==> src/dfm_pkg.sv <==
// ----------------------------------------------------------------------------
// dfm_pkg: shared definitions for the dual frequency monitor
// Widths, item function codes, register indexes and the control and status
// groups that pass between the controller and the datapath.
// ----------------------------------------------------------------------------
package dfm_pkg;

	localparam int PERIOD_BITS = 20;
	localparam int COUNT_BITS  = 8;
	localparam int FREQ_W      = 20;
	localparam int VAL_W       = 21;
	localparam int RANGE_W     = VAL_W + 1;
	localparam int CNT_OUT_W   = 8;
	localparam int OFFSET_W    = 11;
	localparam int DRIFT_W     = 10;
	localparam int HIGH_W      = 14;
	localparam int CFG_IDX_W   = 2;
	localparam int CFG_DATA_W  = 14;
	localparam int DIV_STEPS   = FREQ_W;
	localparam int DIV_CNT_W   = $clog2(DIV_STEPS);

	localparam logic [FREQ_W-1:0]     FREQ_NUM        = FREQ_W'(1000000);
	localparam logic [OFFSET_W-1:0]   OFFSET_RESET    = '0;
	localparam logic [DRIFT_W-1:0]    DRIFT_RESET     = DRIFT_W'(1000);
	localparam logic [HIGH_W-1:0]     HIGH_RESET      = HIGH_W'(5000);
	localparam logic [DIV_CNT_W-1:0]  DIV_LAST_STEP   = DIV_CNT_W'(DIV_STEPS - 1);

	typedef enum logic [1:0] {
		FUNC_CAPTURE    = 2'd0,
		FUNC_SAMPLE     = 2'd1,
		FUNC_WINDOW_END = 2'd2,
		FUNC_CLEAR      = 2'd3
	} func_t;

	typedef enum logic [CFG_IDX_W-1:0] {
		CFG_OFFSET = 2'd0,
		CFG_DRIFT  = 2'd1,
		CFG_HIGH   = 2'd2
	} cfg_idx_t;

	typedef struct packed {
		logic load;
		logic div_step;
		logic apply;
		logic emit;
	} cmd_t;

	typedef struct packed {
		logic need_div;
		logic div_last;
	} sts_t;

endpackage

==> src/dfm_if.sv <==
// ----------------------------------------------------------------------------
// dfm_in_if / dfm_out_if: item channels of the dual frequency monitor
// Valid and ready handshake with the item fields as payload.
// ----------------------------------------------------------------------------
interface dfm_in_if import dfm_pkg::*; ();
	logic                   valid;
	logic                   ready;
	logic [1:0]             func;
	logic                   channel;
	logic [PERIOD_BITS-1:0] period_us;

	modport source (output valid, output func, output channel, output period_us,
		input ready);
	modport sink (input valid, input func, input channel, input period_us,
		output ready);
endinterface

interface dfm_out_if import dfm_pkg::*; ();
	logic                        valid;
	logic                        ready;
	logic signed [VAL_W-1:0]     adjusted_a;
	logic signed [VAL_W-1:0]     adjusted_b;
	logic [CNT_OUT_W-1:0]        high_count_a;
	logic [CNT_OUT_W-1:0]        high_count_b;
	logic [CNT_OUT_W-1:0]        drift_count_a;
	logic [CNT_OUT_W-1:0]        drift_count_b;

	modport source (output valid, output adjusted_a, output adjusted_b,
		output high_count_a, output high_count_b, output drift_count_a,
		output drift_count_b, input ready);
	modport sink (input valid, input adjusted_a, input adjusted_b,
		input high_count_a, input high_count_b, input drift_count_a,
		input drift_count_b, output ready);
endinterface

==> src/dfm_ctrl.sv <==
// ----------------------------------------------------------------------------
// dfm_ctrl: sequencing controller
// Takes one item at a time, runs the divider for captures with a nonzero period,
// applies the update and hands the result to the output register.
// ----------------------------------------------------------------------------
module dfm_ctrl import dfm_pkg::*; (
	input  logic clk,
	input  logic arst_n,
	input  logic in_valid,
	output logic in_ready,
	output logic out_valid,
	input  logic out_ready,
	input  sts_t sts,
	output cmd_t cmd
);

	typedef enum logic [4:0] {
		ST_IDLE     = 5'b00001,
		ST_DISPATCH = 5'b00010,
		ST_DIV      = 5'b00100,
		ST_APPLY    = 5'b01000,
		ST_EMIT     = 5'b10000
	} state_t;

	state_t state_q;
	state_t state_d;
	logic   out_valid_q;

	assign in_ready  = (state_q == ST_IDLE);
	assign out_valid = out_valid_q;

	always_comb begin
		state_d = state_q;
		cmd     = '0;
		unique case (state_q)
			ST_IDLE: begin
				if (in_valid) begin
					cmd.load = 1'b1;
					state_d  = ST_DISPATCH;
				end
			end
			ST_DISPATCH: begin
				state_d = sts.need_div ? ST_DIV : ST_APPLY;
			end
			ST_DIV: begin
				cmd.div_step = 1'b1;
				if (sts.div_last) begin
					state_d = ST_APPLY;
				end
			end
			ST_APPLY: begin
				cmd.apply = 1'b1;
				state_d   = ST_EMIT;
			end
			ST_EMIT: begin
				if (!out_valid_q || out_ready) begin
					cmd.emit = 1'b1;
					state_d  = ST_IDLE;
				end
			end
			default: begin
				state_d = ST_IDLE;
			end
		endcase
	end

	always_ff @(posedge clk or negedge arst_n) begin
		if (!arst_n) begin
			state_q     <= ST_IDLE;
			out_valid_q <= 1'b0;
		end else begin
			state_q <= state_d;
			if (cmd.emit) begin
				out_valid_q <= 1'b1;
			end else if (out_ready) begin
				out_valid_q <= 1'b0;
			end
		end
	end

endmodule

==> src/dfm_dp.sv <==
// ----------------------------------------------------------------------------
// dfm_dp: monitor datapath
// Item and configuration registers, a restoring divider one quotient bit per
// cycle, the window and threshold tracking, event counters and result register.
// ----------------------------------------------------------------------------
module dfm_dp import dfm_pkg::*; (
	input  logic                     clk,
	input  logic                     arst_n,
	input  logic                     cfg_we,
	input  logic [CFG_IDX_W-1:0]     cfg_idx,
	input  logic [CFG_DATA_W-1:0]    cfg_data,
	input  logic [1:0]               in_func,
	input  logic                     in_channel,
	input  logic [PERIOD_BITS-1:0]   in_period_us,
	input  cmd_t                     cmd,
	output sts_t                     sts,
	output logic signed [VAL_W-1:0]  adjusted_a,
	output logic signed [VAL_W-1:0]  adjusted_b,
	output logic [CNT_OUT_W-1:0]     high_count_a,
	output logic [CNT_OUT_W-1:0]     high_count_b,
	output logic [CNT_OUT_W-1:0]     drift_count_a,
	output logic [CNT_OUT_W-1:0]     drift_count_b
);

	// Item and divider registers
	func_t                   func_q;
	logic                    channel_q;
	logic [PERIOD_BITS-1:0]  period_q;
	logic [FREQ_W-1:0]       rem_q;
	logic [FREQ_W-1:0]       quo_q;
	logic [DIV_CNT_W-1:0]    div_cnt_q;

	// Configuration
	logic signed [OFFSET_W-1:0] offset_q;
	logic [DRIFT_W-1:0]         drift_q;
	logic [HIGH_W-1:0]          high_q;

	// Monitor state
	logic [FREQ_W-1:0]        freq_q [2];
	logic signed [VAL_W-1:0]  sampled_q [2];
	logic signed [VAL_W-1:0]  wmax_q [2];
	logic signed [VAL_W-1:0]  wmin_q [2];
	logic                     started_q;
	logic                     above_q [2];
	logic [COUNT_BITS-1:0]    high_cnt_q [2];
	logic [COUNT_BITS-1:0]    drift_cnt_q [2];

	// Result register
	logic signed [VAL_W-1:0]  res_adj_q [2];
	logic [CNT_OUT_W-1:0]     res_high_q [2];
	logic [CNT_OUT_W-1:0]     res_drift_q [2];

	logic [FREQ_W:0]           rem_shift;
	logic                      rem_ge;
	logic [FREQ_W-1:0]         rem_sub;
	logic signed [VAL_W-1:0]   offset_ext;
	logic signed [VAL_W-1:0]   high_ext;
	logic signed [RANGE_W-1:0] drift_ext;
	logic signed [VAL_W-1:0]   samp [2];
	logic signed [VAL_W-1:0]   base_max [2];
	logic signed [VAL_W-1:0]   base_min [2];
	logic signed [RANGE_W-1:0] range_v [2];
	logic                      samp_high [2];
	logic                      drift_hit [2];

	assign sts.need_div = (func_q == FUNC_CAPTURE) && (period_q != '0);
	assign sts.div_last = (div_cnt_q == DIV_LAST_STEP);

	// The remainder stays below the period, so it always fits in FREQ_W bits.
	assign rem_shift = {rem_q, quo_q[FREQ_W-1]};
	assign rem_ge    = (rem_shift >= {1'b0, period_q});
	assign rem_sub   = rem_shift[FREQ_W-1:0] - period_q;

	assign offset_ext = {{(VAL_W - OFFSET_W){offset_q[OFFSET_W-1]}}, offset_q};
	assign high_ext   = {{(VAL_W - HIGH_W){1'b0}}, high_q};
	assign drift_ext  = {{(RANGE_W - DRIFT_W){1'b0}}, drift_q};

	always_comb begin
		for (int i = 0; i < 2; i++) begin
			samp[i]      = $signed({1'b0, freq_q[i]}) + offset_ext;
			base_max[i]  = started_q ? wmax_q[i] : samp[i];
			base_min[i]  = started_q ? wmin_q[i] : samp[i];
			samp_high[i] = (samp[i] > high_ext);
			range_v[i]   = {wmax_q[i][VAL_W-1], wmax_q[i]} - {wmin_q[i][VAL_W-1], wmin_q[i]};
			drift_hit[i] = (range_v[i] > drift_ext);
		end
	end

	always_ff @(posedge clk) begin
		if (cmd.load) begin
			func_q    <= func_t'(in_func);
			channel_q <= in_channel;
			period_q  <= in_period_us;
			rem_q     <= '0;
			quo_q     <= FREQ_NUM;
			div_cnt_q <= '0;
		end else if (cmd.div_step) begin
			rem_q     <= rem_ge ? rem_sub : rem_shift[FREQ_W-1:0];
			quo_q     <= {quo_q[FREQ_W-2:0], rem_ge};
			div_cnt_q <= div_cnt_q + 1'b1;
		end
		if (cmd.emit) begin
			for (int i = 0; i < 2; i++) begin
				res_adj_q[i]   <= sampled_q[i];
				res_high_q[i]  <= CNT_OUT_W'(high_cnt_q[i]);
				res_drift_q[i] <= CNT_OUT_W'(drift_cnt_q[i]);
			end
		end
	end

	always_ff @(posedge clk or negedge arst_n) begin
		if (!arst_n) begin
			offset_q  <= OFFSET_RESET;
			drift_q   <= DRIFT_RESET;
			high_q    <= HIGH_RESET;
			started_q <= 1'b0;
			for (int i = 0; i < 2; i++) begin
				freq_q[i]      <= '0;
				sampled_q[i]   <= '0;
				wmax_q[i]      <= '0;
				wmin_q[i]      <= '0;
				above_q[i]     <= 1'b0;
				high_cnt_q[i]  <= '0;
				drift_cnt_q[i] <= '0;
			end
		end else begin
			if (cfg_we) begin
				unique case (cfg_idx)
					CFG_OFFSET: offset_q <= cfg_data[OFFSET_W-1:0];
					CFG_DRIFT:  drift_q  <= cfg_data[DRIFT_W-1:0];
					CFG_HIGH:   high_q   <= cfg_data[HIGH_W-1:0];
					default: begin
					end
				endcase
			end
			if (cmd.apply) begin
				case (func_q)
					FUNC_CAPTURE: begin
						freq_q[channel_q] <= (period_q == '0) ? '0 : quo_q;
					end
					FUNC_SAMPLE: begin
						started_q <= 1'b1;
						for (int i = 0; i < 2; i++) begin
							sampled_q[i] <= samp[i];
							wmax_q[i]    <= base_max[i];
							wmin_q[i]    <= base_min[i];
							if (samp[i] > base_max[i]) begin
								wmax_q[i] <= samp[i];
							end else if (samp[i] < base_min[i]) begin
								wmin_q[i] <= samp[i];
							end
							if (samp_high[i]) begin
								if (!above_q[i]) begin
									high_cnt_q[i] <= high_cnt_q[i] + 1'b1;
								end
								above_q[i] <= 1'b1;
							end else begin
								above_q[i] <= 1'b0;
							end
						end
					end
					FUNC_WINDOW_END: begin
						started_q <= 1'b0;
						for (int i = 0; i < 2; i++) begin
							if (drift_hit[i]) begin
								drift_cnt_q[i] <= drift_cnt_q[i] + 1'b1;
							end
						end
					end
					FUNC_CLEAR: begin
						for (int i = 0; i < 2; i++) begin
							high_cnt_q[i]  <= '0;
							drift_cnt_q[i] <= '0;
						end
					end
					default: begin
					end
				endcase
			end
		end
	end

	assign adjusted_a    = res_adj_q[0];
	assign adjusted_b    = res_adj_q[1];
	assign high_count_a  = res_high_q[0];
	assign high_count_b  = res_high_q[1];
	assign drift_count_a = res_drift_q[0];
	assign drift_count_b = res_drift_q[1];

endmodule

==> src/dual_frequency_monitor_top.sv <==
// Sequence: an accepted item passes dispatch, then for a capture with a nonzero
// period the one-bit-per-cycle divider, then apply and emit into the result register.
// Flow: one item at a time; the input is ready again as soon as the result
// enters the output register.
// Reset: arst_n asynchronously resets control, monitor state and config defaults.
// ----------------------------------------------------------------------------
// dual_frequency_monitor_top: two-channel frequency monitor
// Converts captured periods to frequencies, tracks window range and threshold
// crossings per channel, and reports the adjusted values and event counts.
// ----------------------------------------------------------------------------
module dual_frequency_monitor_top import dfm_pkg::*; (
	input  logic                  clk,
	input  logic                  arst_n,
	dfm_in_if.sink                in_ch,
	dfm_out_if.source             out_ch,
	input  logic                  cfg_we,
	input  logic [CFG_IDX_W-1:0]  cfg_idx,
	input  logic [CFG_DATA_W-1:0] cfg_data
);

	cmd_t cmd;
	sts_t sts;

	dfm_ctrl u_ctrl (
		.clk       (clk),
		.arst_n    (arst_n),
		.in_valid  (in_ch.valid),
		.in_ready  (in_ch.ready),
		.out_valid (out_ch.valid),
		.out_ready (out_ch.ready),
		.sts       (sts),
		.cmd       (cmd)
	);

	dfm_dp u_dp (
		.clk           (clk),
		.arst_n        (arst_n),
		.cfg_we        (cfg_we),
		.cfg_idx       (cfg_idx),
		.cfg_data      (cfg_data),
		.in_func       (in_ch.func),
		.in_channel    (in_ch.channel),
		.in_period_us  (in_ch.period_us),
		.cmd           (cmd),
		.sts           (sts),
		.adjusted_a    (out_ch.adjusted_a),
		.adjusted_b    (out_ch.adjusted_b),
		.high_count_a  (out_ch.high_count_a),
		.high_count_b  (out_ch.high_count_b),
		.drift_count_a (out_ch.drift_count_a),
		.drift_count_b (out_ch.drift_count_b)
	);

endmodule

==> src/flat_wrapper.sv <==
// flat-port wrapper written by rule: the top's interface ports become plain ports
module dual_frequency_monitor_top_flat import dfm_pkg::*;
  (clk, arst_n, cfg_we, cfg_idx, cfg_data, in_ch_valid, in_ch_func, in_ch_channel, in_ch_period_us, in_ch_ready, out_ch_valid, out_ch_adjusted_a, out_ch_adjusted_b, out_ch_high_count_a, out_ch_high_count_b, out_ch_drift_count_a, out_ch_drift_count_b, out_ch_ready);
  dfm_in_if in_ch_i ();
  dfm_out_if out_ch_i ();
  input  logic clk;
  input  logic arst_n;
  input  logic cfg_we;
  input  logic [CFG_IDX_W-1:0] cfg_idx;
  input  logic [CFG_DATA_W-1:0] cfg_data;
  input wire logic [$bits(in_ch_i.valid)-1:0] in_ch_valid;
  input wire logic [$bits(in_ch_i.func)-1:0] in_ch_func;
  input wire logic [$bits(in_ch_i.channel)-1:0] in_ch_channel;
  input wire logic [$bits(in_ch_i.period_us)-1:0] in_ch_period_us;
  output wire logic [$bits(in_ch_i.ready)-1:0] in_ch_ready;
  output wire logic [$bits(out_ch_i.valid)-1:0] out_ch_valid;
  output wire logic [$bits(out_ch_i.adjusted_a)-1:0] out_ch_adjusted_a;
  output wire logic [$bits(out_ch_i.adjusted_b)-1:0] out_ch_adjusted_b;
  output wire logic [$bits(out_ch_i.high_count_a)-1:0] out_ch_high_count_a;
  output wire logic [$bits(out_ch_i.high_count_b)-1:0] out_ch_high_count_b;
  output wire logic [$bits(out_ch_i.drift_count_a)-1:0] out_ch_drift_count_a;
  output wire logic [$bits(out_ch_i.drift_count_b)-1:0] out_ch_drift_count_b;
  input wire logic [$bits(out_ch_i.ready)-1:0] out_ch_ready;
  assign in_ch_i.valid = in_ch_valid;
  assign in_ch_i.func = in_ch_func;
  assign in_ch_i.channel = in_ch_channel;
  assign in_ch_i.period_us = in_ch_period_us;
  assign in_ch_ready = in_ch_i.ready;
  assign out_ch_valid = out_ch_i.valid;
  assign out_ch_adjusted_a = out_ch_i.adjusted_a;
  assign out_ch_adjusted_b = out_ch_i.adjusted_b;
  assign out_ch_high_count_a = out_ch_i.high_count_a;
  assign out_ch_high_count_b = out_ch_i.high_count_b;
  assign out_ch_drift_count_a = out_ch_i.drift_count_a;
  assign out_ch_drift_count_b = out_ch_i.drift_count_b;
  assign out_ch_i.ready = out_ch_ready;
  dual_frequency_monitor_top u_core (.clk(clk), .arst_n(arst_n), .in_ch(in_ch_i), .out_ch(out_ch_i), .cfg_we(cfg_we), .cfg_idx(cfg_idx), .cfg_data(cfg_data));
endmodule
==> config.mk <==
export PLATFORM = sky130hd
export DESIGN_NAME = dual_frequency_monitor_top_flat
export DESIGN_NICKNAME = d
export VERILOG_FILES = /design/src/dfm_pkg.sv /design/src/dfm_if.sv /design/src/dfm_ctrl.sv /design/src/dfm_dp.sv /design/src/dual_frequency_monitor_top.sv /design/src/flat_wrapper.sv
export SDC_FILE = /design/constraint.sdc
export NUM_CORES = 1
export LEC_CHECK = 0
export BUFFER_PORTS_ARGS = -buffer_cell sky130_fd_sc_hd__buf_2
export CAP_MARGIN = 5
export CORE_MARGIN = 2
export CORE_UTILIZATION = 47
export DETAILED_ROUTE_END_ITERATION = 8
export REMOVE_ABC_BUFFERS = 1
export SLEW_MARGIN = 20
export SYNTH_ARGS = -nofsm -noshare
export SYNTH_HDL_FRONTEND = slang
export SYNTH_HIERARCHICAL = 1
export SYNTH_SLANG_ARGS = --single-unit
==> constraint.sdc <==
create_clock -name clk -period 6.6 [get_ports clk]
set_input_delay 1.32 -clock clk [delete_from_list [all_inputs] [get_ports clk]]
set_output_delay 1.32 -clock clk [all_outputs]
set_load 0.005 [all_outputs]
==> results of run 1 <==
-- power by group through the flow --
stage | sequential [mW] | clock (mW) | combinational (mW)
5_1_grt | 3.40 | 2.66 | 6.98
3_5_place_dp | 3.38 | 0 | 6.15
4_1_cts | 3.34 | 2.57 | 6.19
6_report | 3.34 | 2.50 | 6.25
2_1_floorplan | 3.26 | 0 | 4.47
3_3_place_gp | 3.36 | 0 | 6.02
-- logic make-up after synthesis --
kind of cell,count (synthesis),share of synthesized area
AO/OA/AOI/OAI,652,0.181
XOR/XNOR,70,0.0270
adder cells (fa/ha/maj),226,0.118
buffers and inverters,244,0.0408
flip-flops,384,0.407
multiplexers,142,0.0651
AND/OR/NAND/NOR,813,0.161
-- routing by layer --
layer,GRT usage,vias to the layer above,share of wire
met5,0,-,0
met3,0.0437,99,0.058
met2,0.390,535,0.45
li1,-,9494,-
met4,0.0633,0,0.022
met1,0.355,9486,0.47
-- flip-flops by register name, indices dropped and copies added, names as in the netlist, 20 cells and up --
signal and count:
u_core/u_dp/period_q 20, u_core/u_dp/wmin_q 42, u_core/u_dp/wmax_q 42, u_core/u_dp/res_adj_q 42, u_core/u_dp/sampled_q 42, u_core/u_dp/rem_q 20, u_core/u_dp/freq_q 40, u_core/u_dp/quo_q 20
-- cell usage in the layout (no fill, tap or decap), types with 53 or more instances in the layout --
master / count
a21oi_1: 147
buf_2: 118
dfrtp_1: 229
edfxtp_1: 97
ha_1: 221
inv_1: 153
mux2_2: 58
mux2i_1: 54
nand2_1: 292
nand3_1: 53
nor2_1: 176
o21ai_0: 161
-- worst max-delay path: cells and delay by family, from the launching register on --
kind,cells,cell delay (ns)
AOI/OAI and AO/OA,6,1.81
adders and majority gates,2,0.85
buffers and inverters,1,0.37
DFF,1,0.69
muxes,2,0.48
and+or+nand+nor,9,1.33
-- path summary, 6_finish.rpt --
check | start | end | slack (ns) | cells after the start
setup / recovery | u_core/u_dp/offset_q[10] | u_core/u_dp/wmax_q[26] | 0.92 | 20
hold / removal | u_core/u_dp/sampled_q[15] | u_core/u_dp/res_adj_q[0][36] | 0.44 | 0
setup reg to reg | u_core/u_dp/offset_q[10] | u_core/u_dp/wmax_q[26] | 0.92 | 20
hold reg to reg | u_core/u_dp/sampled_q[15] | u_core/u_dp/res_adj_q[0][36] | 0.44 | 0
max in group asynchronous | arst_n | u_core/u_dp/started_q | 4.60 | 2
min in group asynchronous | arst_n | u_core/u_dp/drift_q[4] | 0.76 | 1
-- per-stage QoR --
step,setup slack [ns],cells,hold WS (ns),util,power [mW]
after detailed placement,0.986,3280,0.432,0.502,9.53
after CTS,0.962,3363,0.446,0.531,12.1
final,0.925,3363,0.443,0.531,12.1
after floorplan,0.157,2441,0.425,-,7.73
after global routing,0.459,3363,0.454,0.531,13.1
after global placement,1.00,3279,0.429,0.502,9.39
-- layout make-up --
cell class                 instances  area, sq um  area share
multi-input combinational       1903        13500       0.495
sequential                       384         9890       0.364
clock buffer                      55         1200      0.0443
timing repair buffer             159          938      0.0345
tap                              680          851      0.0313
inverter                         154          578      0.0213
clock inverter                    28          279      0.0103
==> implementation parameters, run 1 <==
Parameter                              Value

Placed design
  Number of buffers inserted by port buffering ... 119
  Post-detail-place hpwl ... approximately 50000 um
  DP Area ... ~26000 sq um
  GP Congestion ... 0.895

Final layout
  Total number of nets in the final design ... between 2k and 3k
  Design Area, Final ... ~27000 sq um
  Number of diodes added for antenna fixing ... 0
  Post-synthesis to final-layout area growth ... 12.0%
  Filler Cell Count ... about 4.6k
  Fraction of layout cells with a size suffix above 1 ... 0.136

Die
  I/O pin total ... 120
  Initial Utilization ... 0.474
  Total Die Area ... between 50000 and 60000 sq um
  Vertical die dimension ... 231 um
  Core Box Area ... between 50000 and 60000 sq um
  FP Rows ... 83
  Chip width ... roughly 230 um

Power and ir drop
  Power share of the sequential group ... 0.277
  Gate power share ... 0.517
  IR Drop Worst-Case VDD ... ~250 uV
  Cell Pwr Density ... 445 nW/um^2
  Part of the power in the clock network ... 0.207
  Internal portion of total power ... ~7 mW
  Switching Power ... approximately 5.2 mW
  Switching share of power ... 0.429
  P_leak ... between 10 and 15 nW

Yosys
  Count of distinct cell types in the synthesized netlist ... between 100 and 150
  Most used standard cells in the synthesized netlist ... 293 x nand2_1, 230 x dfrtp_1, 221 x ha_1
  Most area-hungry cell type in the Yosys netlist ... dfrtp_1
  Proportion of synthesized chip area in sequential cells ... 0.407
  Flip-flop and latch count after synthesis ... about 380
  Average instance area after synthesis ... 9.59 sq um
  Share of flip-flops with an asynchronous set or reset after synthesis ... 0.630
  Synthesized area ... 24300 sq um
  Total number of yosys warnings ... 6
  Synth top area share ... 0.237
  Cell with the most instances after synthesis ... nand2_1
  Leading post-synthesis cells by cell area ... dfrtp_1 24%, edfxtp_1 12%, ha_1 11%, nand2_1 4.5%, dfxtp_1 3.7%
  Number of synthesized flops with an enable pin ... 97
  Synth Instances ... approximately 2.5k
  Most common flop cell mapped by yosys ... dfrtp_1

GRT
  Largest net degree at the start of global routing ... around 100
  Via count of the first global-routing pass ... around 19k
  Number of antenna violations at the first check in global routing ... 0
  Overall fraction of global-route tracks in use ... 0.249
  Global-route wire length before repair ... 105000 um
  GRT overflow ... 0

Setup path
  Worst Path Required ... ~7 ns
  Critical Path Start Type ... flop
  Peak per-stage delay on the critical path ... approximately 0.7 ns
  Highest net fanout along the worst path ... 21
  Worst setup path category ... flop to flop
  Cell mode on critical path ... nor2_1
  Cell with the largest stage delay on the worst path ... dfrtp_1
  Arrival time at the worst endpoint ... ~6.1 ns
  Crit end category ... flop
  Critical-path cell list ... ha_1 > and3_1 > o2111ai_1 > a211o_1 > a311oi_2 > o21a_1 > nand3_1 > nand3_2 > mux2i_1 > ha_1 > nand2_1 > nor2_1 > nand4_1 > nor2_1 > and4_1 > nor2_1 > o31ai_1 > a21oi_2 > buf_4 > mux2_2

STA
  Final Setup Violations ... 0
  Period minus WS final ... about 5.7 ns
  Count of endpoints failing hold in the final timing report ... 0
  Slew at the pin closest to its max-slew limit ... around 1.0 ns
  Worst slew margin relative to its limit ... 0.304
  RSZ-0062 raised after global routing ... false
  Final clock skew ... about 0.023 ns
  Total negative setup slack ... 0 ns
  Final number of max-transition violations ... 0
  Max frequency ... about 180 MHz
  Share of the clock period used by the worst path after layout ... 0.860

Status
  Status ... finished clean

Drt
  WL/cell ... 19.7 um
  Count of routing violations after the opening detailed-route iteration ... 1465
  Vias per cell ... about 5.8
  Drt drc ... 0
  Total vias in the final route ... about 20k
  Post-detailed-route count of antenna-violating nets ... 0
  Total wire length after detailed routing ... around 66000 um
  Count of TritonRoute iterations in the first routing pass ... 6

Run
  Maximum capacitance violations ... 0

CTS
  Buffers from clock root to sink, at most ... 3
  Clock sink count ... approximately 380
  Clock slew seen by the registers of the worst setup and hold paths ... 0.06 ns
  Skew-Pair Late Insertion Delay ... just under 0.6 ns
  CTS Hold Buffers Added ... 0
  CTS Root Cell ... clkbuf_16
  CTS H-tree depth ... 2
  Setup fix buffers added after clock tree synthesis ... 0
  Cts bufs inserted ... 45
  CTS tree ... built
  Cells resized by post-CTS repair ... 0

Hold path
  Class of the tightest hold or removal check ... flop to flop
Note: power is estimated with default switching activity, not from simulation.
==> inputs of run 2 (changes only) <==
--- a/config.mk
+++ b/config.mk
@@ -7,9 +7,12 @@
 export LEC_CHECK = 0
 export BUFFER_PORTS_ARGS = -buffer_cell sky130_fd_sc_hd__buf_2
 export CAP_MARGIN = 5
+export CELL_PAD_IN_SITES_DETAIL_PLACEMENT = 0
+export CELL_PAD_IN_SITES_GLOBAL_PLACEMENT = 1
 export CORE_MARGIN = 2
 export CORE_UTILIZATION = 47
 export DETAILED_ROUTE_END_ITERATION = 8
+export PLACE_DENSITY_LB_ADDON = 0.1
 export REMOVE_ABC_BUFFERS = 1
 export SLEW_MARGIN = 20
 export SYNTH_ARGS = -nofsm -noshare
==> run 2 against run 1 <==
Effect of this change:
- non-clock buffer count down 2
- clock power increased by 5%
- highest routed layer unchanged
- die area unchanged
==> implementation parameters, run 2 (synthesized netlist as in run 1, its figures left out) <==
Parameter                              Value

Setup path
  Worst Path Required ... 7.05 ns (about the same)
  R2R depth ... 24 (was 20)
  Peak per-stage delay on the critical path ... 0.42 ns (was 0.69 ns)
  R2R Setup Slk ... 1.04 ns (was 0.92 ns)
  Crit end category ... flop (unchanged)
  Worst setup path start ... u_core/u_dp/offset_q[0] (was u_core/u_dp/offset_q[10])
  Endpoint of the worst register-to-register path ... u_core/u_dp/wmax_q[7] (was u_core/u_dp/wmax_q[26])
  Critical-path cell list ... ha_1 > inv_1 > fa_1 > nand2b_1 > a21oi_2 > o41a_1 > a21o_1 > a21oi_1 > xnor2_1 > buf_4 > and2_1 > a21oi_1 > ha_1 > o21a_1 > o21ai_0 > a31oi_1 > o21ai_0 > a221oi_1 > o221ai_1 > a211oi_2 > o21ai_1 > a21oi_2 > buf_4 > mux2_1 (was ha_1 > and3_1 > o2111ai_1 > a211o_1 > a311oi_2 > o21a_1 > nand3_1 > nand3_2 > mux2i_1 > ha_1 > nand2_1 > nor2_1 > nand4_1 > nor2_1 > and4_1 > nor2_1 > o31ai_1 > a21oi_2 > buf_4 > mux2_2)
  Critical Path Start Type ... flop (unchanged)
  Worst setup path category ... flop to flop (unchanged)
  Highest net fanout along the worst path ... 15 (was 21)
  Cell with the largest stage delay on the worst path ... a21oi_2 (was dfrtp_1)
  Arrival time at the worst endpoint ... 6.02 ns (was 6.12 ns)
  Beginning of the worst register-to-register path ... u_core/u_dp/offset_q[0] (was u_core/u_dp/offset_q[10])

GRT
  GRT overflow ... 0 (unchanged)
  Largest net degree at the start of global routing ... 141 (was 101)
  Number of antenna violations at the first check in global routing ... 0 (unchanged)
  Overall fraction of global-route tracks in use ... 0.252 (was 0.249)
  Global-route wire length before repair ... 107000 um (was 105000 um)
  Via count of the first global-routing pass ... 19.0k (about the same)

STA
  Count of endpoints failing hold in the final timing report ... 0 (unchanged)
  Share of the clock period used by the worst path after layout ... 0.843 (was 0.860)
  Final Setup Violations ... 0 (unchanged)
  Slew at the pin closest to its max-slew limit ... 1.12 ns (was 1.04 ns)
  RSZ-0062 raised after global routing ... false (unchanged)
  Max frequency ... 180 MHz (was 176 MHz)
  Final number of max-transition violations ... 0 (unchanged)
  Total negative setup slack ... 0 ns (unchanged)
  Worst slew margin relative to its limit ... 0.253 (was 0.304)
  Final clock skew ... 0.0152 ns (was 0.0234 ns)
  Period minus WS final ... 5.56 ns (was 5.68 ns)

Die
  Core Box Area ... 51200 sq um (unchanged)
  Initial Utilization ... 0.474 (unchanged)
  FP Rows ... 83 (unchanged)
  Chip width ... 231 um (unchanged)
  I/O pin total ... 120 (unchanged)
  Total Die Area ... 53500 sq um (unchanged)
  Vertical die dimension ... 231 um (unchanged)

Placed design
  GP Congestion ... 0.918 (was 0.895)
  Post-detail-place hpwl ... 50000 um (was 49800 um)
  Number of buffers inserted by port buffering ... 119 (unchanged)

Drt
  Met2 Wirelength ... 30500 um (was 29600 um)
  Top Metal Used ... met4 (unchanged)
  Drt drc ... 0 (unchanged)
  Count of routing violations after the opening detailed-route iteration ... 1358 (was 1465)
  WL/cell ... 19.9 um (was 19.7 um)
  Count of TritonRoute iterations in the first routing pass ... 6 (unchanged)
  Detailed-routed wire length on met3 ... 3090 um (was 3870 um)
  Detailed-routing wirelength on met1 ... 31800 um (was 31400 um)
  Vias per cell ... 5.79 (was 5.83)
  Total wire length after detailed routing ... 66900 um (was 66300 um)
  Total vias in the final route ... 19.5k (was 19.6k)
  Post-detailed-route count of antenna-violating nets ... 0 (unchanged)

Hold path
  Sink of the worst hold path ... u_core/u_dp/res_adj_q[0][30] (was u_core/u_dp/res_adj_q[0][36])
  Hold-critical path depth ... 0 (unchanged)
  Launch point of the worst hold path ... u_core/u_dp/sampled_q[9] (was u_core/u_dp/sampled_q[15])
  Class of the tightest hold or removal check ... flop to flop (unchanged)

CTS
  Clock slew seen by the registers of the worst setup and hold paths ... 0.06 ns (about the same)
  Cells resized by post-CTS repair ... 0 (unchanged)
  CTS Hold Buffers Added ... 0 (unchanged)
  CTS Root Cell ... clkbuf_16 (unchanged)
  CTS H-tree depth ... 2 (unchanged)
  Clock sink count ... 384 (unchanged)
  Setup fix buffers added after clock tree synthesis ... 0 (unchanged)
  Buffers from clock root to sink, at most ... 3 (unchanged)
  Skew-Pair Late Insertion Delay ... 0.59 ns (was 0.58 ns)
  Cts bufs inserted ... 44 (was 45)
  CTS tree ... built (unchanged)

Final layout
  Post-synthesis to final-layout area growth ... 12.1% (was 12.0%)
  Most common cell after layout, fill and taps aside ... nand2_1 (unchanged)
  Number of diodes added for antenna fixing ... 0 (unchanged)
  Fraction of layout cells with a size suffix above 1 ... 0.135 (was 0.136)
  Most frequent cells in the layout ... 292 x nand2_1, 229 x dfrtp_1, 221 x ha_1, 176 x nor2_1, 161 x o21ai_0 (unchanged)
  Total number of nets in the final design ... 2914 (was 2917)

Run
  Maximum capacitance violations ... 0 (unchanged)

Power and ir drop
  Tot Pwr ... 12.3 mW (was 12.1 mW)
  IR Drop Worst-Case VDD ... 217 uV (was 252 uV)
  P_leak ... 12.4 nW (was 12.3 nW)
  Cell Pwr Density ... 451 nW/um^2 (was 445 nW/um^2)

Status
  Status ... finished clean (unchanged)
[run 2: changes by cell type in the layout (fill, tap and decap cells not counted), moves of 3 or more]
| cell | change |
|---|---|
| clkbuf_1 | +3 |
| clkbuf_8 | +8 |
| clkinv_1 | -3 |
| clkinv_4 | -4 |
| clkinvlp_4 | -6 |
[run 2: area by class of cell]
| type | instances | area, sq um |
|---|---|---|
| clock inverters | 17 | 245 |
| flip-flops and latches | 384 | 9890 |
| inverters | 154 | 578 |
| multi-input cells | 1903 | 13500 |
| clock buffers | 65 | 1300 |
| well taps | 680 | 851 |
| repair buffers | 157 | 903 |
| fillers | 4676 | 24000 |
[run 2: worst max-delay path by stage]
stage	cells past startpoint	slack (ns)	to
3_3_place_gp	19	1.03	u_core/u_dp/wmin_q[26]
3_5_place_dp	24	1.11	u_core/u_dp/wmax_q[8]
2_1_floorplan	14	0.16	u_core/u_dp/wmin_q[0]
4_1_cts	24	1.06	u_core/u_dp/wmax_q[2]
5_1_grt	25	0.60	u_core/u_dp/wmin_q[28]
6_report	24	1.04	u_core/u_dp/wmax_q[7]
[run 2: stage by stage]
| stage | hold WS (ns) | setup slack, ns | cell area (sq um) | utilization | cells |
|---|---|---|---|---|---|
| detailed placement | 0.429 | 1.11 | 25700 | 0.501 | 3278 |
| CTS | 0.442 | 1.06 | 27200 | 0.532 | 3360 |
| global placement | 0.431 | 1.03 | 25700 | 0.501 | 3278 |
| floorplan | 0.425 | 0.157 | 23900 | - | 2441 |
| finish | 0.438 | 1.04 | 27200 | 0.532 | 3360 |
| global route | 0.457 | 0.604 | 27200 | 0.532 | 3360 |
[run 2: where the power goes]
group | switching (mW) | internal, mW
registers | 0.419 | 2.95
logic | 3.79 | 2.49
clock network | 1.02 | 1.60
total | 5.22 | 7.04
[run 2: routing by layer]
| layer | up-vias | track usage |
|---|---|---|
| met1 | 9444 | 0.360 |
| met3 | 88 | 0.0289 |
| met2 | 447 | 0.406 |
| met4 | 0 | 0.0667 |
| li1 | 9487 | - |
| met5 | - | 0 |
[run 2: worst max-delay path, delay by kind of cell, from the launching register on]
family	cells	cell delay, ns
flip-flops	1	0.38
buffers and inverters	3	0.64
XOR/XNOR	1	0.16
AO/OA/AOI/OAI	14	2.59
multiplexers	1	0.36
adder cells (fa/ha/maj)	3	0.96
AND/OR/NAND/NOR	2	0.36
